$ cat config.mk
export PLATFORM = sky130hd
export DESIGN_NAME = rbc_div
export DESIGN_NICKNAME = d
export VERILOG_FILES = /design/src/rtl/core/rbc_pkg.sv /design/src/rtl/core/rbc_div.sv
export VERILOG_INCLUDE_DIRS = /design/src /design/src/rtl/core
export SDC_FILE = /design/constraint.sdc
export NUM_CORES = 1
export LEC_CHECK = 0
export ABC_CLOCK_PERIOD_IN_PS = 3200
export CELL_PAD_IN_SITES_DETAIL_PLACEMENT = 1
export CELL_PAD_IN_SITES_GLOBAL_PLACEMENT = 2
export CORE_UTILIZATION = 44
export CTS_CLUSTER_DIAMETER = 60
export DETAILED_ROUTE_END_ITERATION = 8
export DONT_BUFFER_PORTS = 1
export GPL_TIMING_DRIVEN = 0
export PLACE_DENSITY_LB_ADDON = 0.1
export SYNTH_ARGS = -nofsm -noshare
export SYNTH_HDL_FRONTEND = slang
export SYNTH_SLANG_ARGS = --single-unit
$ cat constraint.sdc
create_clock -name clk -period 3.2 [get_ports clk]
set_input_delay 0.16 -clock clk [delete_from_list [all_inputs] [get_ports clk]]
set_output_delay 0.16 -clock clk [all_outputs]
set_load 0.1 [all_outputs]
$ cat src/rtl/core/radix_base_converter_unit_macros.svh
// Assertion macros shared by the radix base converter RTL.
// Expects signals clk and rst_n in the scope of every use.
`ifndef RADIX_BASE_CONVERTER_UNIT_MACROS_SVH
`define RADIX_BASE_CONVERTER_UNIT_MACROS_SVH

// Condition holds on every clock edge out of reset.
`define RBC_ASSERT_ALWAYS(lbl, expr) \
  lbl: assert property (@(posedge clk) disable iff (!rst_n) (expr)) \
    else $error("radix converter check failed");

// Same-cycle implication.
`define RBC_ASSERT_IMP(lbl, ante, cons) \
  lbl: assert property (@(posedge clk) disable iff (!rst_n) (ante) |-> (cons)) \
    else $error("radix converter check failed");

// Next-cycle implication.
`define RBC_ASSERT_NXT(lbl, ante, cons) \
  lbl: assert property (@(posedge clk) disable iff (!rst_n) (ante) |=> (cons)) \
    else $error("radix converter check failed");

`endif

$ cat src/rtl/core/rbc_pkg.sv
// Shared types, constants and digit/character helpers for the radix converter.
// No dependencies.
package rbc_pkg;

  localparam int CHAR_W    = 8;
  localparam int DIGIT_W   = 6;
  localparam int BASE_W    = 6;
  localparam int ACC_W     = 12;  // acc * base + digit stays below 4096
  localparam int DIV_CNT_W = $clog2(ACC_W + 1);

  localparam logic OP_LOAD = 1'b0;
  localparam logic OP_READ = 1'b1;

  localparam logic REG_IN_BASE  = 1'b0;
  localparam logic REG_OUT_BASE = 1'b1;

  localparam logic [BASE_W-1:0] BASE_RESET = 6'd10;
  localparam logic [BASE_W-1:0] BASE_MIN   = 6'd2;
  localparam logic [BASE_W-1:0] BASE_MAX   = 6'd62;

  localparam logic [CHAR_W-1:0] CH_ZERO  = 8'd48;
  localparam logic [CHAR_W-1:0] CH_NINE  = 8'd57;
  localparam logic [CHAR_W-1:0] CH_UP_A  = 8'd65;
  localparam logic [CHAR_W-1:0] CH_UP_Z  = 8'd90;
  localparam logic [CHAR_W-1:0] CH_LO_A  = 8'd97;
  localparam logic [CHAR_W-1:0] CH_LO_Z  = 8'd122;
  localparam logic [CHAR_W-1:0] UP_OFS   = 8'd10;
  localparam logic [CHAR_W-1:0] LO_OFS   = 8'd36;

  typedef struct packed {
    logic               start;
    logic [ACC_W-1:0]   dividend;
    logic [BASE_W-1:0]  divisor;
  } div_req_t;

  typedef struct packed {
    logic               done;
    logic [ACC_W-1:0]   quot;
    logic [BASE_W-1:0]  rem;
  } div_rsp_t;

  function automatic logic [DIGIT_W-1:0] char_to_val(input logic [CHAR_W-1:0] c);
    logic [CHAR_W-1:0] v;
    v = '0;
    if (c >= CH_ZERO && c <= CH_NINE) begin
      v = c - CH_ZERO;
    end else if (c >= CH_UP_A && c <= CH_UP_Z) begin
      v = c - CH_UP_A + UP_OFS;
    end else if (c >= CH_LO_A && c <= CH_LO_Z) begin
      v = c - CH_LO_A + LO_OFS;
    end
    return v[DIGIT_W-1:0];
  endfunction

  function automatic logic [CHAR_W-1:0] val_to_char(input logic [DIGIT_W-1:0] d);
    logic [CHAR_W-1:0] v;
    logic [CHAR_W-1:0] c;
    v = {{(CHAR_W-DIGIT_W){1'b0}}, d};
    if (v < UP_OFS) begin
      c = CH_ZERO + v;
    end else if (v < LO_OFS) begin
      c = CH_UP_A + (v - UP_OFS);
    end else begin
      c = CH_LO_A + (v - LO_OFS);
    end
    return c;
  endfunction

endpackage

$ cat src/rtl/core/rbc_div.sv
// Bit-serial restoring divider: 12-bit dividend by 6-bit divisor.
// Depends on rbc_pkg and the assertion macro header.
`include "radix_base_converter_unit_macros.svh"

module rbc_div (
  input  logic              clk,
  input  logic              rst_n,
  input  rbc_pkg::div_req_t req,
  output rbc_pkg::div_rsp_t rsp
);
  import rbc_pkg::*;

  logic                 busy_r, busy_nxt;
  logic                 done_r, done_nxt;
  logic [DIV_CNT_W-1:0] cnt_r, cnt_nxt;
  logic [ACC_W-1:0]     num_r, num_nxt;
  logic [ACC_W-1:0]     quot_r, quot_nxt;
  logic [BASE_W-1:0]    rem_r, rem_nxt;
  logic [BASE_W-1:0]    dvs_r, dvs_nxt;
  logic [BASE_W:0]      shifted;
  logic [BASE_W:0]      diff;
  logic                 qbit;

  assign shifted = {rem_r, num_r[ACC_W-1]};
  assign qbit    = (shifted >= {1'b0, dvs_r});
  assign diff    = shifted - {1'b0, dvs_r};

  always_comb begin
    busy_nxt = busy_r;
    done_nxt = 1'b0;
    cnt_nxt  = cnt_r;
    num_nxt  = num_r;
    quot_nxt = quot_r;
    rem_nxt  = rem_r;
    dvs_nxt  = dvs_r;
    if (req.start) begin
      busy_nxt = 1'b1;
      cnt_nxt  = '0;
      num_nxt  = req.dividend;
      rem_nxt  = '0;
      dvs_nxt  = req.divisor;
    end else if (busy_r) begin
      // remainder stays below the divisor, so it fits in BASE_W bits
      rem_nxt  = qbit ? diff[BASE_W-1:0] : shifted[BASE_W-1:0];
      quot_nxt = {quot_r[ACC_W-2:0], qbit};
      num_nxt  = {num_r[ACC_W-2:0], 1'b0};
      cnt_nxt  = cnt_r + 1'b1;
      if (cnt_r == DIV_CNT_W'(ACC_W - 1)) begin
        busy_nxt = 1'b0;
        done_nxt = 1'b1;
      end
    end
  end

  always_ff @(posedge clk) begin
    if (!rst_n) begin
      busy_r <= 1'b0;
      done_r <= 1'b0;
      cnt_r  <= '0;
    end else begin
      busy_r <= busy_nxt;
      done_r <= done_nxt;
      cnt_r  <= cnt_nxt;
    end
    num_r  <= num_nxt;
    quot_r <= quot_nxt;
    rem_r  <= rem_nxt;
    dvs_r  <= dvs_nxt;
  end

  assign rsp.done = done_r;
  assign rsp.quot = quot_r;
  assign rsp.rem  = rem_r;

  `RBC_ASSERT_NXT(a_start_busy, req.start, busy_r)
  `RBC_ASSERT_IMP(a_no_restart, req.start, !busy_r)
  `RBC_ASSERT_IMP(a_rem_below_dvs, done_r, rem_r < dvs_r)

endmodule
* Word-level counts from Yosys, hierarchy flattened
Index checks and enable logic that the tools add are counted.
Storage, ports and cells: output and inout port bits 19, flip-flop bits (word level) 42
Cells by class: reductions and logical operators 4, equal/unequal tests 1, multiplexer cells 7, order comparisons 1, add/sub/neg operators 2, bitwise gates (word level) 3
Operator list (number):
- two-way mux 12 bit | 2
- greater-or-equal comparator 7 x 6 -> 1 bit | 1
- two-way mux 6 bit | 1
- subtractor 6 bit | 1
- adder 4 x 1 -> 4 bit (second input constant) | 1
- == test 4 bit (second input constant) | 1
- two-way mux 1 bit | 4
- inverter 1 bit | 3
- OR reduction 3 bit | 1
- AND reduction 2 bit | 1
- nonzero test 2 bit | 1
- OR reduction 2 bit | 1

* Logic depth before layout (Yosys ltp)
word-level depth 4, depth in mapped cells 8, mapped depth without buffers 8

* Worst setup path before layout
OpenSTA, ideal clock, no wires.
path kind register to register, from reg rem_r[3], to reg rem_r[1], clock period less this slack 2575 ps, path slack 625 ps, stages on the path, launching flop included 7, setup time 127 ps, data arrival time 2448 ps, buffers on the path 0, cell sequence dfxtp_1 > ha_1 > a21o_1 > a211oi_2 > o21ai_2 > nor4bb_1 > or3_1
On the way: cells in the longest elaborated chain, start to end 2
Ends and longest elaborated chain:
- start: declaration | RTL line rbc_div.sv:18 | logic [BASE_W-1:0] rem_r, rem_nxt;
- start signal: assignment | RTL line rbc_div.sv:67 | rem_r <= rem_nxt;
- greater-or-equal comparator 7 x 6 -> 1 bit | RTL line rbc_div.sv:25 | assign qbit = (shifted >= {1'b0, dvs_r});
- named net qbit | RTL line rbc_div.sv:22 | logic qbit;
- two-way mux 6 bit | RTL line rbc_div.sv:44 | rem_nxt = qbit ? diff[BASE_W-1:0] : shifted[BASE_W-1:0];
The timed path passes the listed nets, and every way through them passes these cells. A chain may end at the register's enable or synchronous reset.

* Final worst setup path
from reg rem_r[1], to reg rem_r[1]
The elaborated chain is that of the path after synthesis.

==> impl_metrics.env <==
export IMPL_run_status="finished clean"
export IMPL_final_period_minus_worst_setup_slack_ns=2.76
export IMPL_syn_area_sq_um=1860
export IMPL_cap_viol_max_count=0
export IMPL_power_density_nw_per_um2=563
export IMPL_finalPower_mw=1.18
export IMPL_detailedRoute_firstPassIterationCount=4
export IMPL_setup_viol=0
export IMPL_fmaxAchievable_mhz=363
export IMPL_yosysUniqueCellTypes=33
export IMPL_first_pass_grt_wire_length_um=5130
export IMPL_antenna_diode_count=0
export IMPL_synth_to_final_area_change_pct=12.7
export IMPL_vias=1083
export IMPL_post_cts_setup_buffers=0
export IMPL_worst_slew_pin_transition_ns=1.07
export IMPL_worstPathRequired_ns=3.38
export IMPL_total_leakage_power_nw=0.790
export IMPL_floorplan_rows=23
export IMPL_number_of_antenna_violations_at_the_first_check_in_global_routing=0
export IMPL_global_route_usage_total=0.165
export IMPL_synth_ff_latch_count=42
export IMPL_initial_standard_cell_utilization_of_the_core=0.461
export IMPL_ys_top_cells_by_count="sky130_fd_sc_hd__edfxtp_1 (30), sky130_fd_sc_hd__nor2_1 (13), sky130_fd_sc_hd__dfxtp_1 (12)"
export IMPL_worstSetupStartpointType="register"
export IMPL_cts_max_level=2
export IMPL_via_per_inst=5.23
export IMPL_remaining_routing_drc_violations=0
export IMPL_share_of_layout_cells_above_drive_strength_1=0.153
export IMPL_cts_bufs_inserted=5
export IMPL_min_path_type="in2reg"
export IMPL_postRouteWirelength_um=3210
export IMPL_fin_tns_setup_ns=0
export IMPL_layout_nets=186
export IMPL_cp_end_kind="register"
export IMPL_fin_crit_sh=0.862
export IMPL_vdd_ir_drop_worst_v=0.000297
export IMPL_timing_hold_violations_final=0
export IMPL_yosysTopAreaCell="sky130_fd_sc_hd__edfxtp_1"
export IMPL_detailedRoute_firstIterationViolations=48
export IMPL_final_replace_weighted_congestion=0.701
export IMPL_ioPinCount=40
export IMPL_detailed_place_hpwl_um=2350
export IMPL_number_of_flops_mapped_to_enable_cells_by_yosys=30
export IMPL_tritoncts_num_sinks=42
export IMPL_crit_arrival_ns=2.94
export IMPL_criticalPathCategory="reg2reg"
export IMPL_postSynthCellCount=141
export IMPL_synth_main_ff_cell="sky130_fd_sc_hd__edfxtp_1"
export IMPL_critical_path_maximum_fanout=9
export IMPL_average_routed_wire_per_standard_cell_um=15.5
export IMPL_synth_area_leaders="sky130_fd_sc_hd__edfxtp_1 (48%), sky130_fd_sc_hd__dfxtp_1 (13%), sky130_fd_sc_hd__mux2_2 (6.7%), sky130_fd_sc_hd__ha_1 (5.4%), sky130_fd_sc_hd__mux2i_1 (2.7%)"
export IMPL_count_leader_synth="sky130_fd_sc_hd__edfxtp_1"
export IMPL_synth_nets=171
export IMPL_timing_max_transition_violations_final=0
export IMPL_fraction_of_the_yosys_area_taken_by_sequential_cells=0.614
export IMPL_synth_top_area_share=0.485
export IMPL_clock_skew_ns=0.00703
export IMPL_cts_max_path_buffers=2
export IMPL_die_h_um=67.0
export IMPL_clk_root_buffer_cell="sky130_fd_sc_hd__clkbuf_8"
export IMPL_drt_antenna_violating_nets=0
export IMPL_tritoncts="done"
export IMPL_syn_mean_instance_area_sq_um=13.2
export IMPL_fp_dieArea_sq_um=4490
export IMPL_clock_insertion_delay_at_the_later_pin_of_the_skew_report_ns=0.30
export IMPL_filler_cells=420
export IMPL_synth_warning_count=0
export IMPL_globalRouteOverflowTotal=0
export IMPL_die_width_um=67.0
export IMPL_maxSlewHeadroom=0.288
export IMPL_coreArea_sq_um=4030
export IMPL_cts_reportedPaths_clkPinSlew_ns=0.08
export IMPL_grt_start_max_net_pins=16
export IMPL_first_global_vias=1077
export IMPL_synthArstFlopShare=0
export IMPL_grt_setup_unrepaired="false"
export IMPL_numPortBuffers=0
[flip-flops by register name (all words and copies together), names as in the netlist]
name	count
done_r	1
busy_r	1
rem_r	6
quot_r	12
cnt_r	4
dvs_r	6
num_r	12
[metal layers]
layer	up-vias	GRT usage	wire, um
met5	-	0	0
met4	0	0.0798	46
met3	5	0.0548	182
met2	31	0.265	1570
met1	514	0.196	1420
li1	533	-	-
[worst max-delay path: stages (launching register included)]
cell,delay [ns]
sky130_fd_sc_hd__dfxtp_1,1.02
sky130_fd_sc_hd__ha_1,0.45
sky130_fd_sc_hd__a21o_1,0.20
sky130_fd_sc_hd__a31oi_1,0.23
sky130_fd_sc_hd__o21ai_2,0.20
sky130_fd_sc_hd__nor4bb_1,0.18
sky130_fd_sc_hd__or3_1,0.36
[final cells by class]
| cell class | instances | area (sq um) | share of cell area |
|---|---|---|---|
| Buffer | 4 | 18.8 | 0.00897 |
| Clock buffer | 5 | 68.8 | 0.0329 |
| Clock inverter | 3 | 23.8 | 0.0114 |
| Inverter | 10 | 37.5 | 0.0179 |
| Multi-Input combinational cell | 85 | 661 | 0.316 |
| Sequential cell | 42 | 1140 | 0.545 |
| Tap cell | 50 | 62.6 | 0.0299 |
| Timing Repair Buffer | 8 | 80.1 | 0.0383 |
[kinds of logic after synthesis]
group | after synthesis | synth area share
compound gates | 16 | 0.0599
xor+xnor | 6 | 0.0283
fa+ha+maj | 9 | 0.0646
buf+inv | 14 | 0.0303
flops | 42 | 0.614
mux | 17 | 0.102
simple gates | 37 | 0.101
[through the flow]
stage,hold WS (ns),instance area (sq um),setup WS [ns],cells,util
6_report,0.0691,2090,0.443,207,0.520
5_1_grt,0.0573,2090,0.342,207,0.520
4_1_cts,0.0541,2090,0.454,207,0.520
3_5_place_dp,0.259,1920,0.462,191,0.477
3_3_place_gp,0.259,1920,0.445,191,0.477
2_1_floorplan,0.259,1860,0.625,141,-
[path summary, 6_finish.rpt]
kind | from | cells after the start | to | slack, ns
min reg2reg | cnt_r[3] | 2 | done_r | 0.53
min | req[6] | 1 | num_r[0] | 0.07
max reg2reg | rem_r[1] | 6 | rem_r[1] | 0.44
max | rem_r[1] | 6 | rem_r[1] | 0.44
[layout by cell type, fill, tap and decap left out]
cell type                       synthesis  layout
sky130_fd_sc_hd__mux2i_1                5       5
sky130_fd_sc_hd__mux2_2                11      11
sky130_fd_sc_hd__nand2b_1               5       5
sky130_fd_sc_hd__edfxtp_1              30      30
sky130_fd_sc_hd__dlygate4sd3_1          0       8
sky130_fd_sc_hd__and2_1                 1       1
sky130_fd_sc_hd__nor2b_1                2       2
sky130_fd_sc_hd__o31ai_1                1       1
sky130_fd_sc_hd__a211oi_2               2       2
sky130_fd_sc_hd__nor2_1                13      13
sky130_fd_sc_hd__a21o_1                 2       2
sky130_fd_sc_hd__or3_1                  1       1
sky130_fd_sc_hd__a31oi_1                1       1
sky130_fd_sc_hd__o21ai_0                4       4
sky130_fd_sc_hd__nor4bb_1               1       1
sky130_fd_sc_hd__nand3b_1               1       1
sky130_fd_sc_hd__dfxtp_1               12      12
sky130_fd_sc_hd__a221oi_1               1       1
sky130_fd_sc_hd__clkbuf_1               3       3
sky130_fd_sc_hd__o21ai_2                1       1
sky130_fd_sc_hd__nand3_1                1       1
sky130_fd_sc_hd__xnor2_1                2       2
sky130_fd_sc_hd__a21oi_1                4       4
sky130_fd_sc_hd__clkinvlp_4             0       2
sky130_fd_sc_hd__xor2_1                 4       4
sky130_fd_sc_hd__clkbuf_8               0       5
sky130_fd_sc_hd__buf_4                  1       1
sky130_fd_sc_hd__mux2_4                 1       1
sky130_fd_sc_hd__nor3_1                 2       2
sky130_fd_sc_hd__nor3b_1                2       2
sky130_fd_sc_hd__fa_1                   1       1
sky130_fd_sc_hd__nand2_1                6       6
sky130_fd_sc_hd__inv_1                 10      10
sky130_fd_sc_hd__inv_6                  0       1
sky130_fd_sc_hd__nand4_1                1       1
sky130_fd_sc_hd__ha_1                   8       8
sky130_fd_sc_hd__and3_1                 1       1
[repair_timing]
item                       4_1_cts  5_1_grt
hold endpoints to repair        14        0
hold buffers                     8        0
setup endpoints to repair        0        0
gates resized for setup          0        0
[report_power, final]
group / internal, mW / leakage [nW] / switching [mW]
Combinational: 0.0620 / 0.360 / 0.0678
Sequential: 0.621 / 0.389 / 0.0824
Clock: 0.156 / 0.0408 / 0.191
Total: 0.839 / 0.790 / 0.341
Note: power is estimated with default switching activity, not from simulation.
